==> src/rtl/rrwl_pkg.sv <==
// Shared types and constants for the record reader/writer lock table.
// Used by rrwl_cell, rrwl_ctrl and record_reader_writer_lock_table.
package rrwl_pkg;

	localparam int HOLDERS = 64;

	// request modes
	localparam logic [1:0] MODE_READ    = 2'd0;
	localparam logic [1:0] MODE_WRITE   = 2'd1;
	localparam logic [1:0] MODE_RELEASE = 2'd2;

	// result status codes
	localparam logic [2:0] ST_GRANTED  = 3'd0;
	localparam logic [2:0] ST_CONFLICT = 3'd1;
	localparam logic [2:0] ST_FULL     = 3'd2;
	localparam logic [2:0] ST_RELEASED = 3'd3;
	localparam logic [2:0] ST_NOTHING  = 3'd4;

	typedef struct packed {
		logic [1:0]  mode;
		logic [15:0] record_id;
		logic [7:0]  client_id;
	} req_t;

	typedef struct packed {
		logic       granted;
		logic [2:0] status;
	} rsp_t;

	// request token that walks the cell chain, gathering scan results
	typedef struct packed {
		logic vld;
		req_t req;
		logic conflict;
		logic free_found;
		logic removed;
	} tok_t;

	// end-of-scan broadcast from the controller to all cells
	typedef struct packed {
		logic done;
		logic commit;
	} fin_t;

endpackage

==> src/rtl/rrwl_cell.sv <==
// One holder entry of the lock table and its stage of the request chain.
// Depends on rrwl_pkg for the token and broadcast types.
module rrwl_cell import rrwl_pkg::*; (
	input  logic clk,
	input  logic arst_n,
	input  tok_t tok_in,
	input  fin_t fin,
	output tok_t tok_out
);

	logic        valid_q;
	logic        tent_q;
	logic [15:0] rec_q;
	logic [7:0]  cli_q;
	logic        wr_q;
	tok_t        tok_q;

	logic is_acq;
	logic wr_req;
	logic hit_rec;
	logic hit_cli;
	logic claim;
	logic drop;
	tok_t tok_nxt;

	// decode the passing request against this entry
	always_comb begin
		is_acq  = (tok_in.req.mode == MODE_READ) || (tok_in.req.mode == MODE_WRITE);
		wr_req  = (tok_in.req.mode == MODE_WRITE);
		hit_rec = valid_q && (rec_q == tok_in.req.record_id);
		hit_cli = hit_rec && (cli_q == tok_in.req.client_id);
		claim   = tok_in.vld && is_acq && !valid_q && !tok_in.free_found;
		drop    = tok_in.vld && (tok_in.req.mode == MODE_RELEASE) && hit_cli;
		tok_nxt            = tok_in;
		tok_nxt.conflict   = tok_in.conflict || (hit_rec && (wr_req || wr_q));
		tok_nxt.free_found = tok_in.free_found || !valid_q;
		tok_nxt.removed    = tok_in.removed || hit_cli;
	end

	// hold entry state: reserve on claim, commit or cancel at end of scan, drop on release;
	// advance the token one cell
	always_ff @(posedge clk or negedge arst_n) begin
		if (!arst_n) begin
			valid_q <= 1'b0;
			tent_q  <= 1'b0;
			tok_q   <= '0;
		end else begin
			tok_q <= tok_nxt;
			if (fin.done) begin
				if (tent_q && fin.commit) begin
					valid_q <= 1'b1;
				end
				tent_q <= 1'b0;
			end else if (claim) begin
				tent_q <= 1'b1;
			end else if (drop) begin
				valid_q <= 1'b0;
			end
		end
	end

	// latch entry payload on claim
	always_ff @(posedge clk) begin
		if (claim) begin
			rec_q <= tok_in.req.record_id;
			cli_q <= tok_in.req.client_id;
			wr_q  <= wr_req;
		end
	end

	assign tok_out = tok_q;

endmodule

==> src/rtl/rrwl_ctrl.sv <==
// Request intake, end-of-scan decision and result buffering for the lock table.
// Depends on rrwl_pkg for request, result, token and broadcast types.
module rrwl_ctrl import rrwl_pkg::*; (
	input  logic clk,
	input  logic arst_n,
	input  logic req_valid,
	output logic req_ready,
	input  req_t req,
	output logic rsp_valid,
	input  logic rsp_ready,
	output rsp_t rsp,
	output tok_t tok_head,
	input  tok_t tok_tail,
	output fin_t fin
);

	logic busy_q;
	logic out_vld_q;
	logic skid_vld_q;
	rsp_t out_q;
	rsp_t skid_q;
	tok_t inj_q;
	rsp_t res;
	logic is_acq;
	logic accept;
	logic finish;
	logic take;

	assign req_ready = !busy_q && !skid_vld_q;
	assign accept    = req_valid && req_ready;
	assign finish    = tok_tail.vld;
	assign take      = out_vld_q && rsp_ready;

	// decide the result once the token leaves the last cell
	always_comb begin
		is_acq     = (tok_tail.req.mode == MODE_READ) || (tok_tail.req.mode == MODE_WRITE);
		fin.done   = finish;
		fin.commit = is_acq && !tok_tail.conflict && tok_tail.free_found;
		case (tok_tail.req.mode)
			MODE_READ, MODE_WRITE: begin
				if (tok_tail.conflict) begin
					res = '{granted: 1'b0, status: ST_CONFLICT};
				end else if (!tok_tail.free_found) begin
					res = '{granted: 1'b0, status: ST_FULL};
				end else begin
					res = '{granted: 1'b1, status: ST_GRANTED};
				end
			end
			MODE_RELEASE: begin
				if (tok_tail.removed) begin
					res = '{granted: 1'b1, status: ST_RELEASED};
				end else begin
					res = '{granted: 1'b0, status: ST_NOTHING};
				end
			end
			default: res = '{granted: 1'b0, status: ST_CONFLICT};
		endcase
	end

	// track the transaction in flight and the two result slots; load the injection token
	always_ff @(posedge clk or negedge arst_n) begin
		if (!arst_n) begin
			busy_q     <= 1'b0;
			out_vld_q  <= 1'b0;
			skid_vld_q <= 1'b0;
			inj_q      <= '0;
		end else begin
			inj_q <= '{vld: accept, req: req, conflict: 1'b0, free_found: 1'b0,
				removed: 1'b0};
			if (accept) begin
				busy_q <= 1'b1;
			end else if (finish) begin
				busy_q <= 1'b0;
			end
			if (!out_vld_q || take) begin
				out_vld_q  <= skid_vld_q || finish;
				skid_vld_q <= 1'b0;
			end else if (finish) begin
				skid_vld_q <= 1'b1;
			end
		end
	end

	// load result payloads
	always_ff @(posedge clk) begin
		if (!out_vld_q || take) begin
			out_q <= skid_vld_q ? skid_q : res;
		end else if (finish) begin
			skid_q <= res;
		end
	end

	assign tok_head  = inj_q;
	assign rsp_valid = out_vld_q;
	assign rsp       = out_q;

endmodule

==> src/rtl/record_reader_writer_lock_table.sv <==
// Record reader/writer lock table: a row of HOLDERS holder cells scanned by a request token.
// One token walks one cell per cycle, so one request is in the chain at a time: a new
// request is taken only once the last token has left the chain and the skid slot is empty;
// a finished result waits in an output register or skid slot while the next request is taken.
// Reset: arst_n clears all holder entries to invalid at once; no clearing pass.
module record_reader_writer_lock_table import rrwl_pkg::*; (
	input  logic clk,
	input  logic arst_n,
	input  logic req_valid,
	output logic req_ready,
	input  req_t req,
	output logic rsp_valid,
	input  logic rsp_ready,
	output rsp_t rsp
);

	tok_t chain [HOLDERS+1];
	fin_t fin;

	// accept requests, inject tokens, decide and buffer results
	rrwl_ctrl u_ctrl (
		.clk       (clk),
		.arst_n    (arst_n),
		.req_valid (req_valid),
		.req_ready (req_ready),
		.req       (req),
		.rsp_valid (rsp_valid),
		.rsp_ready (rsp_ready),
		.rsp       (rsp),
		.tok_head  (chain[0]),
		.tok_tail  (chain[HOLDERS]),
		.fin       (fin)
	);

	// chain the holder cells
	for (genvar i = 0; i < HOLDERS; i++) begin : g_cell
		rrwl_cell u_cell (
			.clk     (clk),
			.arst_n  (arst_n),
			.tok_in  (chain[i]),
			.fin     (fin),
			.tok_out (chain[i+1])
		);
	end

endmodule

==> config.mk <==
export PLATFORM = sky130hd
export DESIGN_NAME = record_reader_writer_lock_table
export DESIGN_NICKNAME = d
export VERILOG_FILES = /design/src/rtl/rrwl_pkg.sv /design/src/rtl/rrwl_cell.sv /design/src/rtl/rrwl_ctrl.sv /design/src/rtl/record_reader_writer_lock_table.sv
export SDC_FILE = /design/constraint.sdc
export NUM_CORES = 2
export LEC_CHECK = 0
export BUFFER_PORTS_ARGS = -buffer_cell sky130_fd_sc_hd__buf_2
export CAP_MARGIN = 20
export CORE_UTILIZATION = 30
export CTS_BUF_LIST = sky130_fd_sc_hd__clkbuf_16
export DETAILED_ROUTE_END_ITERATION = 8
export GPL_ROUTABILITY_DRIVEN = 0
export GPL_TIMING_DRIVEN = 0
export HOLD_SLACK_MARGIN = 0.1
export PLACE_DENSITY = 0.43
export SYNTH_ARGS = -nofsm -noshare
export SYNTH_HDL_FRONTEND = slang
export SYNTH_SLANG_ARGS = --single-unit
export TNS_END_PERCENT = 50
==> constraint.sdc <==
create_clock -name clk -period 4.4 [get_ports clk]
set_clock_uncertainty 0.15 [all_clocks]
set_input_delay 0.88 -clock clk [delete_from_list [all_inputs] [get_ports clk]]
set_output_delay 0.88 -clock clk [all_outputs]
set_load 0.005 [all_outputs]
* Word-level counts from Yosys, hierarchy flattened *
Cells that the tools add are included.

storage, ports and cells
  register bits after elaboration = 3662
  input port bits = 30
  output and inout port bits = 6

cells by class
  equality and inequality tests = 386
  mux-type cells = 393
  bitwise gates (word level) = 1
  reduce and logical (&&, ||, !) cells = 1292

operators by type and width
  operator                                                               number
  16-bit equality test                                                   64
  1-bit logical AND                                                      580
  8-bit equality test                                                    64
  1-bit 2-to-1 mux                                                       388
  1-bit logical OR                                                       320
  2-bit nonzero test                                                     130
  3-bit AND reduction                                                    64
  1-bit logical NOT                                                      131
  2-bit by 1-bit equality test with 1-bit output, second input constant  65
  2-bit equality test, second input constant                             65
  2-bit logical NOT                                                      65
  2-bit by 1-bit != test with 1-bit output, second input constant        64
  2-bit != test, second input constant                                   64
  4-bit 2-to-1 mux                                                       4
  4-bit case mux with 2 select lines                                     1
  2-bit AND reduction                                                    1
  2-bit OR reduction                                                     1
  1-bit inverter                                                         1

* Depth between registers and ports, before layout *
  depth after elaboration = 7
  depth in mapped cells = 6

* Modules after synthesis *
Synthesis repeated with hierarchy kept, for this count alone.

second synthesis, totals
  cell total of the unflattened synthesis = 6598
  area total of the unflattened synthesis = 123304.5 um^2

modules (own cells, without submodules)
  module     instances  cells an instance  area an instance (um^2)  seq. area each (um^2)
  rrwl_cell  64         102                1908.1                   1551.5
  rrwl_ctrl  1          70                 1187.4                   991.0

* Worst setup path after synthesis *
OpenSTA, ideal clock, no wires.

  path kind = register to register
  start point = register g_cell[0].u_cell.tok_q, in the netlist g_cell[0].u_cell.tok_out[28]
  end point = register g_cell[1].u_cell.cli_q[0] (enable)
  arrival time = 3.183 ns
  path slack = 0.584 ns
  cell stages (with the launch flop) = 2
  cells stage by stage = dfrtp_1 > nor4b_1

between the ends
  longest elaborated chain between the ends = 5
  elaborated cells between the ends (all ways) = 6

RTL lines
  what                                                                                        RTL line         text
  start: declaration                                                                          rrwl_cell.sv:16  tok_t tok_q;
  start signal: assignment                                                                    rrwl_cell.sv:48  tok_q <= tok_nxt;
  2-bit by 1-bit equality test with 1-bit output / 2-bit logical NOT (equally long branches)  rrwl_cell.sv:28  is_acq = (tok_in.req.mode == MODE_READ) || (tok_in.req.mode == MODE_WRITE);
  1-bit logical OR *                                                                          rrwl_cell.sv:28
  1-bit logical AND * (3 in series)                                                           rrwl_cell.sv:32  claim = tok_in.vld && is_acq && !valid_q && !tok_in.free_found;
  via g_cell[1].u_cell.claim                                                                  rrwl_cell.sv:22  logic claim;
  end signal: assignment                                                                      rrwl_cell.sv:66  cli_q <= tok_in.req.client_id;
  end: declaration                                                                            rrwl_cell.sv:14  logic [7:0] cli_q;

The timed path passes the listed nets; every way through them passes the cells marked *.
A chain may end at the register's enable or synchronous reset.

==> results.yml <==
layout:
  nFillCells: 37900
  finalNetCount: 7262
  layout_common_cells: "dfrtp_1 (2054), edfxtp_1 (1608), xnor2_1 (1285), clkbuf_16 (393), nand4_1 (275)"
  final_common_cell: "dfrtp_1"
  final_cells: 13000
  syn2layout_area_growth_pct: 17.9
  drive_gt1_frac: 0.125
synthesis:
  yosysTopAreaCellShare: 0.423
  syn_area_sq_um: 121000
  synth_seq_cells: 3662
  async_flop_share: 0.561
  synth-xor-area-share: 0.108
  ys_warn_count: 0
  synth_compound_area_frac: 0.0158
  synth-simple-area-share: 0.0528
  ys.flop_type: "dfrtp_1"
  post-synth-top-area-cell: "dfrtp_1"
  synthesis.nets: 6597
  synthAdderAreaFrac: 0
  synth_top_family_by_area: "XOR/XNOR gates"
  yosysSeqAreaShare: 0.821
  synth_cell_types: 51
  synthCells: 6567
  synth_edf_count: 1608
  synth.area.top_cells: "dfrtp_1 (42%), edfxtp_1 (40%), xnor2_1 (9.3%)"
  muxShareOfSynthArea: 0.000278
  syn_avg_cell_area_sq_um: 18.5
routing:
  drt-initial-drc-count: 3009
  drt-wirelength-per-cell_microns: 17.4
  drc: 0
  drt_wl_total_microns: 226000
  route.antenna.remaining_nets: 0
  viasPerCell: 4.11
  vias: 53300
  drtPass1Iterations: 5
global_routing:
  grt_usage: 0.113
  antenna_found_initial: 13
  grt_pass1_wl_microns: 363000
  grt_max_degree: 165
  grt_pass1_vias: 58700
  overflow: 0
timing:
  slew_headroom: 0.273
  setup_violations: 0
  final_hold_viol_count: 0
  rsz0062_at_grt: "false"
  min_period_ps: 3670
  worstMarginPinSlew_ps: 1090
  post-route-period-util: 0.835
  finalMaxSlewViolations: 0
  max_freq_ghz: 0.272
  tns_ps: 0
power_and_ir_drop:
  leakagePower_nw: 53.8
  max-vdd-ir-drop_uv: 294
  power.density_nw_per_um2: 480
clocking:
  cts_resized: 0
  clk_pin_slew_ps: 60
  cts-root-buf: "clkbuf_16"
  cts_htree_levels: 5
  clock_latency_ps: 940
  clk_path_buf_depth: 4
  numCtsBuffers: 383
  clkSinkCount: 3662
  cts_tree: "done"
placement:
  dp_hpwl_microns: 151000
  dp_cells: 12200
  io_buffers: 35
critical_path:
  startpoint_type: "primary input"
  cp.arrival_ps: 4510
  cp_max_fo: 155
  worst_setup_path_end_kind: "async pin"
  required_ps: 5240
  critPathKind: "primary input to async pin"
outcome:
  status: "completed"
die:
  rows: 233
  die_y_microns: 638
  num_io_pins: 36
  dieArea_sq_um: 407000
  core_area_sq_um: 403000
  die-width_microns: 638
  initial_core_util: 0.301
worst_hold_path:
  min_path_type: "flip-flop to flip-flop"
run:
  maxCapViolations: 0
==> power breakdown <==
group	internal (mW)	switching, mW
Clock	17.3	13.3
Sequential	36.3	0.727
Combinational	0.464	0.583
Total	54.1	14.6
==> synthesized netlist by cell type, drive strengths merged (7+ instances only) <==
| cell | count |
|---|---|
| a21o | 92 |
| a21oi | 72 |
| a222oi | 7 |
| a31oi | 44 |
| and3 | 50 |
| and4 | 11 |
| clkbuf | 15 |
| dfrtp | 2054 |
| edfxtp | 1608 |
| inv | 37 |
| nand2 | 19 |
| nand2b | 87 |
| nand3 | 57 |
| nand4 | 275 |
| nand4b | 8 |
| nor2 | 198 |
| nor2b | 69 |
| nor3 | 17 |
| nor4 | 98 |
| nor4b | 63 |
| nor4bb | 48 |
| o2111ai | 9 |
| o21ai | 9 |
| or2 | 53 |
| xnor2 | 1285 |
| xor2 | 219 |
==> per-layer routing <==
layer  share of wire  global-route usage
met5        0.000058                   0
met2            0.48               0.182
met4           0.032              0.0381
met3           0.034              0.0186
met1            0.46               0.154
==> critical path: stages <==
cell           delay, ps
dlygate4sd3_1        600
buf_12               350
buf_16               470
buf_16               520
buf_16               510
buf_16               440
==> sequential cells by signal, indices dropped and copies added (netlist names) <==
signal                 flops
u_ctrl.tok_head           27
u_ctrl.skid_q              4
g_cell.u_cell.tok_out   1896
g_cell.u_cell.cli_q      512
u_ctrl.rsp_valid           1
g_cell.u_cell.rec_q     1024
g_cell.u_cell.valid_q     64
g_cell.u_cell.tent_q      64
u_ctrl.busy_q              1
u_ctrl.skid_vld_q          1
g_cell.u_cell.wr_q        64
u_ctrl.rsp                 4
==> logic make-up (layout without fill, tap and decap cells) <==
| kind of cell | Yosys count | after routing |
|---|---|---|
| AO/OA/AOI/OAI | 279 | 279 |
| XOR/XNOR | 1504 | 1504 |
| AND/OR/NAND/NOR | 1061 | 1061 |
| other | 0 | 3 |
| multiplexers | 3 | 3 |
| flip-flops | 3662 | 3662 |
| buffers and inverters | 58 | 1054 |
==> final timing paths <==
path | slack (ps) | from | cells after the start | to
max in group clk | 1260 | g_cell[63].u_cell.tok_out[29]$_DFF_PN0_ | 5 | g_cell[20].u_cell.tent_q$_DFFE_PN0P_
min in group asynchronous | 390 | arst_n | 2 | g_cell[62].u_cell.tok_out[13]$_DFF_PN0_
hold reg to reg | 230 | g_cell[45].u_cell.tok_out[29]$_DFF_PN0_ | 0 | g_cell[46].u_cell.tok_out[29]$_DFF_PN0_
setup / recovery | 730 | arst_n | 6 | g_cell[35].u_cell.tok_out[14]$_DFF_PN0_
hold / removal | 230 | g_cell[45].u_cell.tok_out[29]$_DFF_PN0_ | 0 | g_cell[46].u_cell.tok_out[29]$_DFF_PN0_
setup reg to reg | 1260 | g_cell[63].u_cell.tok_out[29]$_DFF_PN0_ | 5 | g_cell[20].u_cell.tent_q$_DFFE_PN0P_
==> timing repair <==
action / 4_1_cts / 5_1_grt
endpoints found under the hold margin: 128 / 0
setup buffers: 0 / 0
setup endpoints to repair: 0 / 43
hold buffers: 28 / 0
==> cell type report <==
type / count / area (sq um) / area share
Antenna cell: 3 / 7.51 / 0.0000524
Sequential cell: 3662 / 99700 / 0.696
Multi-Input combinational cell: 2847 / 21900 / 0.153
Tap cell: 5405 / 6760 / 0.0472
Timing Repair Buffer: 280 / 2560 / 0.0179
Inverter: 37 / 139 / 0.000970
Buffer: 21 / 98.8 / 0.000691
Clock buffer: 392 / 9810 / 0.0685
Clock inverter: 324 / 2130 / 0.0149
==> per-stage QoR <==
| step | util | worst slack, ps | area, sq um | total power [mW] | hold WS (ps) |
|---|---|---|---|---|---|
| 2_1_floorplan | - | 584 | 121000 | 37.9 | 209 |
| 3_3_place_gp | 0.319 | -45480 | 128000 | 38.8 | 230 |
| 3_5_place_dp | 0.325 | 36.5 | 131000 | 38.8 | 228 |
| 4_1_cts | 0.355 | 429 | 143000 | 69.9 | 213 |
| 5_1_grt | 0.355 | 225 | 143000 | 71.4 | 244 |
| 6_report | 0.355 | 727 | 143000 | 68.7 | 227 |
Note: power is estimated with default switching activity, not from simulation.
